`src/rtl/core/nlep_pkg.sv`:
```
// Shared types and constants for the numeric line entry parser.
// No dependencies; every other file imports this package.
package nlep_pkg;

  localparam logic [7:0] CHAR_CR = 8'h0D;
  localparam logic [7:0] CHAR_BS = 8'h08;
  localparam logic [7:0] CHAR_0  = 8'h30;
  localparam logic [7:0] CHAR_9  = 8'h39;
  localparam logic [7:0] CHAR_UA = 8'h41;
  localparam logic [7:0] CHAR_UF = 8'h46;
  localparam logic [7:0] CHAR_LA = 8'h61;
  localparam logic [7:0] CHAR_LF = 8'h66;
  localparam logic [3:0] HEX_TEN = 4'hA;

  // Reciprocal of ten: floor(x / 10) == (x * DIV10_MAGIC) >> DIV10_SHIFT for 32-bit x.
  localparam logic [31:0] DIV10_MAGIC = 32'hCCCC_CCCD;
  localparam int unsigned DIV10_SHIFT = 35;

  localparam logic RADIX_DEC = 1'b0;
  localparam logic RADIX_HEX = 1'b1;

  localparam logic KIND_ECHO   = 1'b0;
  localparam logic KIND_NUMBER = 1'b1;

  typedef enum logic [1:0] {
    OP_DIGIT,
    OP_BKSP,
    OP_CR
  } op_t;

  // One classified word passed from the front end to the back end.
  typedef struct packed {
    op_t        op;
    logic       hex;
    logic [3:0] digit;
    logic [7:0] ch;
  } entry_t;

endpackage

```
`src/rtl/core/nlep_front.sv`:
```
// Front end: accepts received characters and classifies them.
// Depends on nlep_pkg; feeds nlep_queue.
module nlep_front (
  input  logic            in_valid,
  output logic            in_ready,
  input  logic [7:0]      in_rx_char,
  input  logic            radix_mode,
  input  logic            q_full,
  output logic            push,
  output nlep_pkg::entry_t push_entry
);
  import nlep_pkg::*;

  logic       is_dec;
  logic       is_upper;
  logic       is_lower;
  logic       is_digit;
  logic       is_bs;
  logic       is_cr;
  logic [3:0] digit_val;

  always_comb begin
    is_dec   = (in_rx_char >= CHAR_0) && (in_rx_char <= CHAR_9);
    is_upper = (radix_mode == RADIX_HEX) && (in_rx_char >= CHAR_UA) && (in_rx_char <= CHAR_UF);
    is_lower = (radix_mode == RADIX_HEX) && (in_rx_char >= CHAR_LA) && (in_rx_char <= CHAR_LF);
    is_digit = is_dec || is_upper || is_lower;
    is_bs    = (in_rx_char == CHAR_BS);
    is_cr    = (in_rx_char == CHAR_CR);

    priority if (is_upper) begin
      digit_val = 4'(in_rx_char - CHAR_UA) + HEX_TEN;
    end else if (is_lower) begin
      digit_val = 4'(in_rx_char - CHAR_LA) + HEX_TEN;
    end else begin
      digit_val = 4'(in_rx_char - CHAR_0);
    end

    push_entry.hex   = radix_mode;
    push_entry.digit = digit_val;
    push_entry.ch    = in_rx_char;
    priority if (is_cr) begin
      push_entry.op = OP_CR;
    end else if (is_digit) begin
      push_entry.op = OP_DIGIT;
    end else begin
      push_entry.op = OP_BKSP;
    end
  end

  // Characters that can never cause a result are dropped here.
  assign in_ready = !q_full;
  assign push     = in_valid && !q_full && (is_cr || is_digit || is_bs);

endmodule

```
`src/rtl/core/nlep_queue.sv`:
```
// Two-entry queue between the front end and the back end.
// Depends on nlep_pkg for the entry type.
module nlep_queue (
  input  logic             clk,
  input  logic             rst_n,
  input  logic             push,
  input  nlep_pkg::entry_t push_entry,
  output logic             full,
  input  logic             pop,
  output logic             head_valid,
  output nlep_pkg::entry_t head_entry
);
  import nlep_pkg::*;

  entry_t     mem_r [2];
  logic       wr_ptr_r;
  logic       wr_ptr_nxt;
  logic       rd_ptr_r;
  logic       rd_ptr_nxt;
  logic [1:0] count_r;
  logic [1:0] count_nxt;

  assign full       = (count_r == 2'd2);
  assign head_valid = (count_r != 2'd0);
  assign head_entry = mem_r[rd_ptr_r];

  always_comb begin
    wr_ptr_nxt = push ? !wr_ptr_r : wr_ptr_r;
    rd_ptr_nxt = pop ? !rd_ptr_r : rd_ptr_r;
    count_nxt  = count_r + 2'(push) - 2'(pop);
  end

  always_ff @(posedge clk) begin
    if (!rst_n) begin
      wr_ptr_r <= 1'b0;
      rd_ptr_r <= 1'b0;
      count_r  <= 2'd0;
    end else begin
      wr_ptr_r <= wr_ptr_nxt;
      rd_ptr_r <= rd_ptr_nxt;
      count_r  <= count_nxt;
    end
  end

  always_ff @(posedge clk) begin
    if (push) begin
      mem_r[wr_ptr_r] <= push_entry;
    end
  end

endmodule

```
`src/rtl/core/nlep_back.sv`:
```
// Back end: updates accumulator and digit count, holds the result register.
// Depends on nlep_pkg; drains nlep_queue.
module nlep_back (
  input  logic             clk,
  input  logic             rst_n,
  input  logic             head_valid,
  input  nlep_pkg::entry_t head_entry,
  output logic             pop,
  output logic             out_valid,
  input  logic             out_ready,
  output logic             out_result_kind,
  output logic [7:0]       out_echo_char,
  output logic [31:0]      out_number_value
);
  import nlep_pkg::*;

  logic [31:0] acc_r;
  logic [31:0] acc_nxt;
  logic [31:0] count_r;
  logic [31:0] count_nxt;
  logic        ovalid_r;
  logic        ovalid_nxt;
  logic        kind_r;
  logic        kind_nxt;
  logic [7:0]  echo_r;
  logic [7:0]  echo_nxt;
  logic [31:0] value_r;
  logic [31:0] value_nxt;

  logic [63:0] prod10;
  logic [31:0] quot10;
  logic [31:0] mul_radix;
  logic [31:0] div_radix;
  logic        slot_free;

  assign prod10 = {32'd0, acc_r} * {32'd0, DIV10_MAGIC};
  assign quot10 = 32'(prod10[63:DIV10_SHIFT]);

  assign slot_free = !ovalid_r || out_ready;
  assign pop       = head_valid && slot_free;

  always_comb begin
    if (head_entry.hex == RADIX_HEX) begin
      mul_radix = {acc_r[27:0], 4'd0};
      div_radix = {4'd0, acc_r[31:4]};
    end else begin
      mul_radix = {acc_r[28:0], 3'd0} + {acc_r[30:0], 1'b0};
      div_radix = quot10;
    end

    acc_nxt    = acc_r;
    count_nxt  = count_r;
    ovalid_nxt = ovalid_r && !out_ready;
    kind_nxt   = kind_r;
    echo_nxt   = echo_r;
    value_nxt  = value_r;

    if (pop) begin
      unique case (head_entry.op)
        OP_DIGIT: begin
          acc_nxt    = mul_radix + 32'(head_entry.digit);
          count_nxt  = count_r + 32'd1;
          ovalid_nxt = 1'b1;
          kind_nxt   = KIND_ECHO;
          echo_nxt   = head_entry.ch;
          value_nxt  = 32'd0;
        end
        OP_BKSP: begin
          // A backspace on an empty entry is swallowed without a result.
          if (count_r != 32'd0) begin
            acc_nxt    = div_radix;
            count_nxt  = count_r - 32'd1;
            ovalid_nxt = 1'b1;
            kind_nxt   = KIND_ECHO;
            echo_nxt   = head_entry.ch;
            value_nxt  = 32'd0;
          end
        end
        OP_CR: begin
          acc_nxt    = 32'd0;
          count_nxt  = 32'd0;
          ovalid_nxt = 1'b1;
          kind_nxt   = KIND_NUMBER;
          echo_nxt   = 8'd0;
          value_nxt  = acc_r;
        end
        default: begin
          acc_nxt = acc_r;
        end
      endcase
    end
  end

  always_ff @(posedge clk) begin
    if (!rst_n) begin
      acc_r    <= 32'd0;
      count_r  <= 32'd0;
      ovalid_r <= 1'b0;
    end else begin
      acc_r    <= acc_nxt;
      count_r  <= count_nxt;
      ovalid_r <= ovalid_nxt;
    end
    kind_r  <= kind_nxt;
    echo_r  <= echo_nxt;
    value_r <= value_nxt;
  end

  assign out_valid        = ovalid_r;
  assign out_result_kind  = kind_r;
  assign out_echo_char    = echo_r;
  assign out_number_value = value_r;

endmodule

```
`src/rtl/core/numeric_line_entry_parser.sv`:
```
// Top level of the numeric line entry parser: radix register and the three parts.
// Depends on nlep_pkg, nlep_front, nlep_queue and nlep_back.
//
//   Channel  Ports                                              Direction
//   in       in_valid, in_ready, in_rx_char                     received characters
//   out      out_valid, out_ready, out_result_kind,
//            out_echo_char, out_number_value                    echoes and numbers
//   cfg      cfg_wr_en, cfg_wr_data                             radix_mode register
//
// One character is taken per cycle while the queue has room; a result appears
// in the cycle after the back end pops its word from the two-entry queue.
// The back end retires one word per cycle while its result slot is free; its
// accumulator update holds the 32x32 reciprocal multiply for a decimal backspace.
// Reset clears the radix register, accumulator, digit count, queue and result valid.
// An output stall fills the queue; in_ready drops only when both entries are held.
module numeric_line_entry_parser (
  input  logic        clk,
  input  logic        rst_n,
  input  logic        in_valid,
  output logic        in_ready,
  input  logic [7:0]  in_rx_char,
  output logic        out_valid,
  input  logic        out_ready,
  output logic        out_result_kind,
  output logic [7:0]  out_echo_char,
  output logic [31:0] out_number_value,
  input  logic        cfg_wr_en,
  input  logic        cfg_wr_data
);
  import nlep_pkg::*;

  logic   radix_r;
  logic   radix_nxt;
  logic   q_full;
  logic   push;
  entry_t push_entry;
  logic   pop;
  logic   head_valid;
  entry_t head_entry;

  assign radix_nxt = cfg_wr_en ? cfg_wr_data : radix_r;

  always_ff @(posedge clk) begin
    if (!rst_n) begin
      radix_r <= RADIX_DEC;
    end else begin
      radix_r <= radix_nxt;
    end
  end

  nlep_front u_front (
    .in_valid   (in_valid),
    .in_ready   (in_ready),
    .in_rx_char (in_rx_char),
    .radix_mode (radix_r),
    .q_full     (q_full),
    .push       (push),
    .push_entry (push_entry)
  );

  nlep_queue u_queue (
    .clk        (clk),
    .rst_n      (rst_n),
    .push       (push),
    .push_entry (push_entry),
    .full       (q_full),
    .pop        (pop),
    .head_valid (head_valid),
    .head_entry (head_entry)
  );

  nlep_back u_back (
    .clk              (clk),
    .rst_n            (rst_n),
    .head_valid       (head_valid),
    .head_entry       (head_entry),
    .pop              (pop),
    .out_valid        (out_valid),
    .out_ready        (out_ready),
    .out_result_kind  (out_result_kind),
    .out_echo_char    (out_echo_char),
    .out_number_value (out_number_value)
  );

endmodule
```
`config.mk`:
```
export PLATFORM = sky130hd
export DESIGN_NAME = numeric_line_entry_parser
export DESIGN_NICKNAME = d
export VERILOG_FILES = /design/src/rtl/core/nlep_pkg.sv /design/src/rtl/core/nlep_front.sv /design/src/rtl/core/nlep_queue.sv /design/src/rtl/core/nlep_back.sv /design/src/rtl/core/numeric_line_entry_parser.sv
export SDC_FILE = /design/constraint.sdc
export NUM_CORES = 2
export LEC_CHECK = 0
export BUFFER_PORTS_ARGS = -buffer_cell sky130_fd_sc_hd__buf_4
export CORE_AREA = 4 4 237 239
export CTS_BUF_LIST = sky130_fd_sc_hd__clkbuf_8
export CTS_CLUSTER_DIAMETER = 120
export CTS_CLUSTER_SIZE = 28
export DETAILED_ROUTE_END_ITERATION = 8
export DIE_AREA = 0 0 241 243
export GPL_TIMING_DRIVEN = 0
export PLACE_DENSITY = 0.66
export SLEW_MARGIN = 20
export SYNTH_ARGS = -nofsm -noshare
export SYNTH_HDL_FRONTEND = slang
export SYNTH_SLANG_ARGS = --single-unit
```
`constraint.sdc`:
```
create_clock -name clk -period 11.65 [get_ports clk]
set_input_delay 0.5825 -clock clk [delete_from_list [all_inputs] [get_ports clk]]
set_output_delay 0.5825 -clock clk [all_outputs]
set_load 0.01 [all_outputs]
```
# --- After elaboration in Yosys (flattened, before gate mapping) ---
# Memory sizes are Yosys's and may differ from the RTL's. A register that Yosys moved wholly into a read port is not among the register bits.
# Index checks and enable logic that the tools add are counted.
# Widths: inputs -> output; s select.
word_totals:
  reg_bits: 111
  mem_bits_rw: 30
  inputBits: 14
  output_inout_bits: 43
  wordCells: 83
  n_memories: 1
mem_list:
  columns: ["memory", "words", "width", "read_ports", "rd_ports_with_merged_regs", "write_ports", "line_no", "rtl"]
  rows:
  - ["u_queue.mem_r", 2, 15, 1, 1, 1, "nlep_queue.sv:15", "entry_t mem_r [2];"]
op_classes:
  addsub: 11
  mul: 1
  order_cmp: 6
  n_eq_ne: 6
  mux: 23
  reduce_logical: 25
op_table:
  columns: ["operator", "n"]
  rows:
  - ["$pmux 32 s3", 3]
  - ["$mux 32", 4]
  - ["$mul 32x32->64 const B", 1]
  - ["$add 32x1->32 const B", 1]
  - ["$add 32x32->32", 1]
  - ["$add 32x4->32", 1]
  - ["$reduce_bool 32->1", 1]
  - ["$sub 32x1->32 const B", 1]
  - ["$mux 29", 1]
  - ["$pmux 8 s3", 1]
  - ["$eq 8x4->1 const B", 2]
  - ["$ge 8x7->1 const B", 2]
  - ["$le 8x7->1 const B", 2]
  - ["$sub 4x1->4 const B", 3]
  - ["$logic_and 1x1->1", 9]
  - ["$add 4x4->4 const B", 2]
  - ["$ge 8x6->1 const B", 1]
  - ["$le 8x6->1 const B", 1]
  - ["$mux 1", 8]
  - ["$mux 4", 2]
  - ["$mux 8", 1]
  - ["$logic_not 1->1", 5]
  - ["$logic_or 1x1->1", 5]
  - ["$eq 2x2->1 const B", 2]
  - ["12 further kinds", 12]

# --- Logic depth before layout (Yosys ltp) ---
depth:
  ltp_word: 10
  depth_mapped: 27
  mapped_depth_nobuf: 27

# --- Cells and area by module ---
# Synthesis repeated with hierarchy kept, for this count alone.
hier_totals:
  hier_cells: 2855
  area_unflattened_um2: 26997.1
by_module_without_submodules:
  columns: ["mod", "instances", "cells_per_inst", "area_per_inst_um2", "seq_area_each_um2"]
  rows:
  - ["nlep_back", 1, 2748, 25308.0, 2532.4]
  - ["nlep_queue", 1, 68, 1366.3, 1001.0]
  - ["nlep_front", 1, 36, 286.5, 0.0]
  - ["numeric_line_entry_parser", 1, 3, 36.3, 20.0]

# --- Least setup slack after synthesis ---
# No wires, ideal clock.
synth_path:
  path_type: "reg2reg"
  startpoint: "register u_back.acc_r[11]"
  endpoint: "register u_back.acc_r[13]"
  setup_time_ns: 0.092
  arrival_ns: 6.943
  required_time_ns: 11.558
  path_slack_ns: 4.615
  path_stages_with_launch: 27
  path_buffers: 1
  synth_period_minus_slack_ns: 7.035
  cell_sequence: "dfxtp_1 -> ha_1 -> clkbuf_1 -> xor2_1 -> ha_1 -> fa_1 -> inv_1 -> fa_1 -> inv_1 -> fa_1 -> fa_1 -> fa_1 -> inv_1 -> fa_1 -> inv_1 -> ha_1 -> a21oi_1 -> o21bai_1 -> a221oi_1 -> o211ai_1 -> a41oi_1 -> o31a_1 -> o21ai_1 -> a21o_1 -> a221oi_1 -> xnor2_1 -> o32ai_1"
synth_via:
  elab_chain_cells: 4
  word_cells_on_any_way: 7
  cone_classes: "2 x add/sub; 1 x mul; 4 x mux"
synth_lines:
  columns: ["element", "line_no", "rtl"]
  rows:
  - ["start: declaration", "nlep_back.sv:17", "logic [31:0] acc_r;"]
  - ["start signal: assignment", "nlep_back.sv:100", "acc_r <= acc_nxt;"]
  - ["$mul 32x32->64 / $add 32x32->32 (equally long branches)", "nlep_back.sv:36, nlep_back.sv:47", null]
  - ["$mux 29 / $mux 32 (equally long branches)", "nlep_back.sv:43", "if (head_entry.hex == RADIX_HEX) begin"]
  - ["$mux 32 / $add 32x4->32 (equally long branches)", "nlep_back.sv:70, nlep_back.sv:61", null]
  - ["$pmux 32 s3 (*)", "nlep_back.sv:59", "unique case (head_entry.op)"]
# Every way passes the cells marked *; elsewhere a longest branch is shown, timed or not. The select of a mux whose other input is x is not followed.
# A chain may end at the register's enable or synchronous reset.

# --- Final worst setup path ---
layout_path:
  startpoint: "register u_back.acc_r[16]"
  endpoint: "register u_back.acc_r[20]"
# Same word-level chain as after synthesis.

==> results.md <==
- Status: completed
- Setup violators final: 0
- RR Startpoint: u_back.acc_r[16]
- Type of the worst min-delay path: input pin to flop
- Post-synth ARST share: 0
- Setup Crit Path Kind: flop to flop
- CTS Buffer Depth: 2
- First-pass GRT wire length: 125 mm
- Reg-to-Reg End: u_back.acc_r[20]
- CP startpoint kind: flop
- Post-synth top flop: edfxtp_1
- Initial core utilization: 0.500
- Port-buffer cells: 56
- Post-Syn Nets: 3680
- Worst EP arrival: 9.39 ns
- R2r setup slk: 2.65 ns
- Final TNS setup: 0 ns
- Placed cell area: 28200 um2
- # IOs: 57
- Yosys warns: 0
- DRC Markers: 0
- Total global-route track usage: 0.276
- Post-DRT Antenna Nets: 0
- Root Driver: clkbuf_8
- Min-Delay Startpoint: in_rx_char[5]
- Final Max Tran Viols: 0
- Synthesized area: 26900 um2
- FF+latch count, synth: 142
- Insertion delay to the later sink of the worst-skew pair: 0.50 ns
- Die height: 243 um
- Setup bufs post-CTS: 0
- Post_cts resized: 0
- Post-Synthesis Cells: 2863
- Die width: 241 um
- Slew headroom: 0.354
- DR pass1 iterations: 6
- Total placed cells including tap cells: 3615
- Reg clk slew, reported paths: 0.11 ns
- Largest net degree at the start of global routing: 51
- Die ar.: 58600 um2
- TritonCTS Buffers: 17
- DP Wirelength: 66.4 mm
- Non-filler instance count after layout: 3647
- Req. time, crit path: 12.04 ns
- Post-synth EDFFs: 71
- Fin crit share: 0.773
- # clock sinks: 142
- Hold Path Depth: 1
- Endpoint type of the worst setup path: flop
- Syn avg cell area: 9.40 um2
- Max-Cap Viols: 0
- CTS H-tree depth: 4
- Critical path peak fanout: 11
- Vias in the first global route: 21900
- First DRT Iteration DRCs: 1625
- Remaining Overflow, GRT: 0
- Unrepaired setup endpoints after global routing: false
- Initial antenna violation count: 0
- N_diodes: 0
- Fin nets: 3755
- Worst-Margin Slew: 0.968 ns
- DR vias/cell: 5.70
- Fmax: 0.111 GHz
- Clock skew: 0.0169 ns
- Min Tclk post-route: 9.00 ns
- Layout cells sized above 1: 0.0505
- Hold Vio Cnt, Final: 0
- Syn-to-layout area delta: 6.40%
- Sequential element share of the synthesized area: 0.132
- Routed Wire Length: 79.1 mm
- Rows: 85
- R2R cell count: 25
- # hold bufs at CTS: 0
- Vias: 20800
- Core Area: 53800 um2
- CTS tree: done
- Finished Cell Area: 28600 um2
- Gpl congestion: 0.976
- Hold endpoint: u_queue.mem_r[1][5]
- Per-cell routed wire length: 21.7 um
- Synth cell types: 98
## stage by stage
step                       util  hold slack, ns  worst slack, ns
after floorplan               -           0.439             4.62
after global placement    0.524           0.472             2.76
after CTS                 0.532           0.268             2.71
final                     0.532           0.279             2.65
after global routing      0.532           0.262             2.40
after detailed placement  0.524           0.485             2.75
## layout by cell type (no fill, tap or decap), types with 63 or more instances in the layout
| cell type | instances |
|---|---|
| inv_1 | 659 |
| ha_1 | 413 |
| fa_1 | 389 |
| a21oi_1 | 148 |
| nand2_1 | 123 |
| nor2_1 | 119 |
| o21ai_0 | 100 |
| xor2_1 | 75 |
| xnor2_1 | 72 |
| dfxtp_1 | 71 |
| edfxtp_1 | 71 |
| buf_4 | 63 |
## critical path, stage by stage, from the launching register on
cell      delay, ns
dfxtp_1        0.97
ha_1           0.52
inv_1          0.20
fa_1           0.57
inv_1          0.06
fa_1           0.54
inv_1          0.06
fa_1           0.50
inv_1          0.05
fa_1           0.47
fa_1           0.56
fa_1           0.58
inv_1          0.07
fa_1           0.54
inv_1          0.05
ha_1           0.39
and3_1         0.27
nand4_1        0.15
a21oi_1        0.08
a21oi_1        0.75
o21ai_0        0.30
a31oi_1        0.46
xnor2_1        0.20
o21ai_0        0.15
a221oi_1       0.33
nor2_1         0.07
## cell type report
type,instances,area (um2)
inverter,661,2480
tap,696,871
fill,4944,25200
timing repair buffer,56,420
buffer,68,349
multi-input combinational,1992,20500
clock buffer,17,234
sequential,142,3550
clock inverter,15,183
## state kept, by name (all words and copies together), names as in the netlist, named ones only
| register | flops |
|---|---|
| u_back.out_result_kind | 1 |
| u_queue.rd_ptr_r | 1 |
| u_back.out_number_value | 32 |
| radix_r | 1 |
| u_queue.wr_ptr_r | 1 |
| u_back.out_valid | 1 |
| u_back.out_echo_char | 8 |
| u_queue.count_r | 2 |
| u_back.count_r | 32 |
| u_back.acc_r | 32 |
| u_queue.mem_r | 30 |
## synthesized netlist by cell type (20+ instances only)
cell      number  area (um2)
o21a_1        21         158
nand2_1      123         462
a22oi_1       29         218
ha_1         414        5180
fa_1         389        7790
and2_1        47         294
dfxtp_1       71        1420
xnor2_1       72         631
nand4_1       24         150
nor3_1        29         145
a31oi_1       20         125
edfxtp_1      71        2130
nor2_1       119         447
xor2_1        75         657
o21ai_0      100         500
mux2i_1       24         240
inv_1        659        2470
nand3_1       34         170
clkbuf_1      50         188
a21oi_1      148         741
a21o_1        46         345
## cells by family (layout without fill, tap and decap cells)
logic type               Yosys count  count (layout)  share of synthesized area
buffers and inverters            729             817                      0.105
multiplexers                      29              29                     0.0112
XOR/XNOR                         147             147                     0.0479
AO/OA/AOI/OAI                    530             530                      0.131
AND/OR/NAND/NOR                  483             483                     0.0906
flip-flops                       142             142                      0.132
adder cells (fa/ha/maj)          803             803                      0.482
## worst max path at each step
stage	startpoint	to	slack, ns	depth (start not counted)
floorplan	u_back.acc_r[11]	u_back.acc_r[13]	4.62	26
global placement	u_back.acc_r[19]	u_back.acc_r[20]	2.76	25
detailed placement	u_back.acc_r[19]	u_back.acc_r[20]	2.75	25
CTS	u_back.acc_r[19]	u_back.acc_r[20]	2.71	25
global route	u_back.acc_r[3]	u_back.acc_r[20]	2.40	23
finish	u_back.acc_r[16]	u_back.acc_r[20]	2.65	25
## per-layer routing
metal | wire [um] | global-route usage
met1 | 33900 | 0.371
met2 | 38700 | 0.474
met3 | 4390 | 0.0318
met4 | 2210 | 0.0722
met5 | 0 | 0
Power is not shown: default switching activity piles up to over one toggle a cycle in this logic, so the estimate is an artifact.
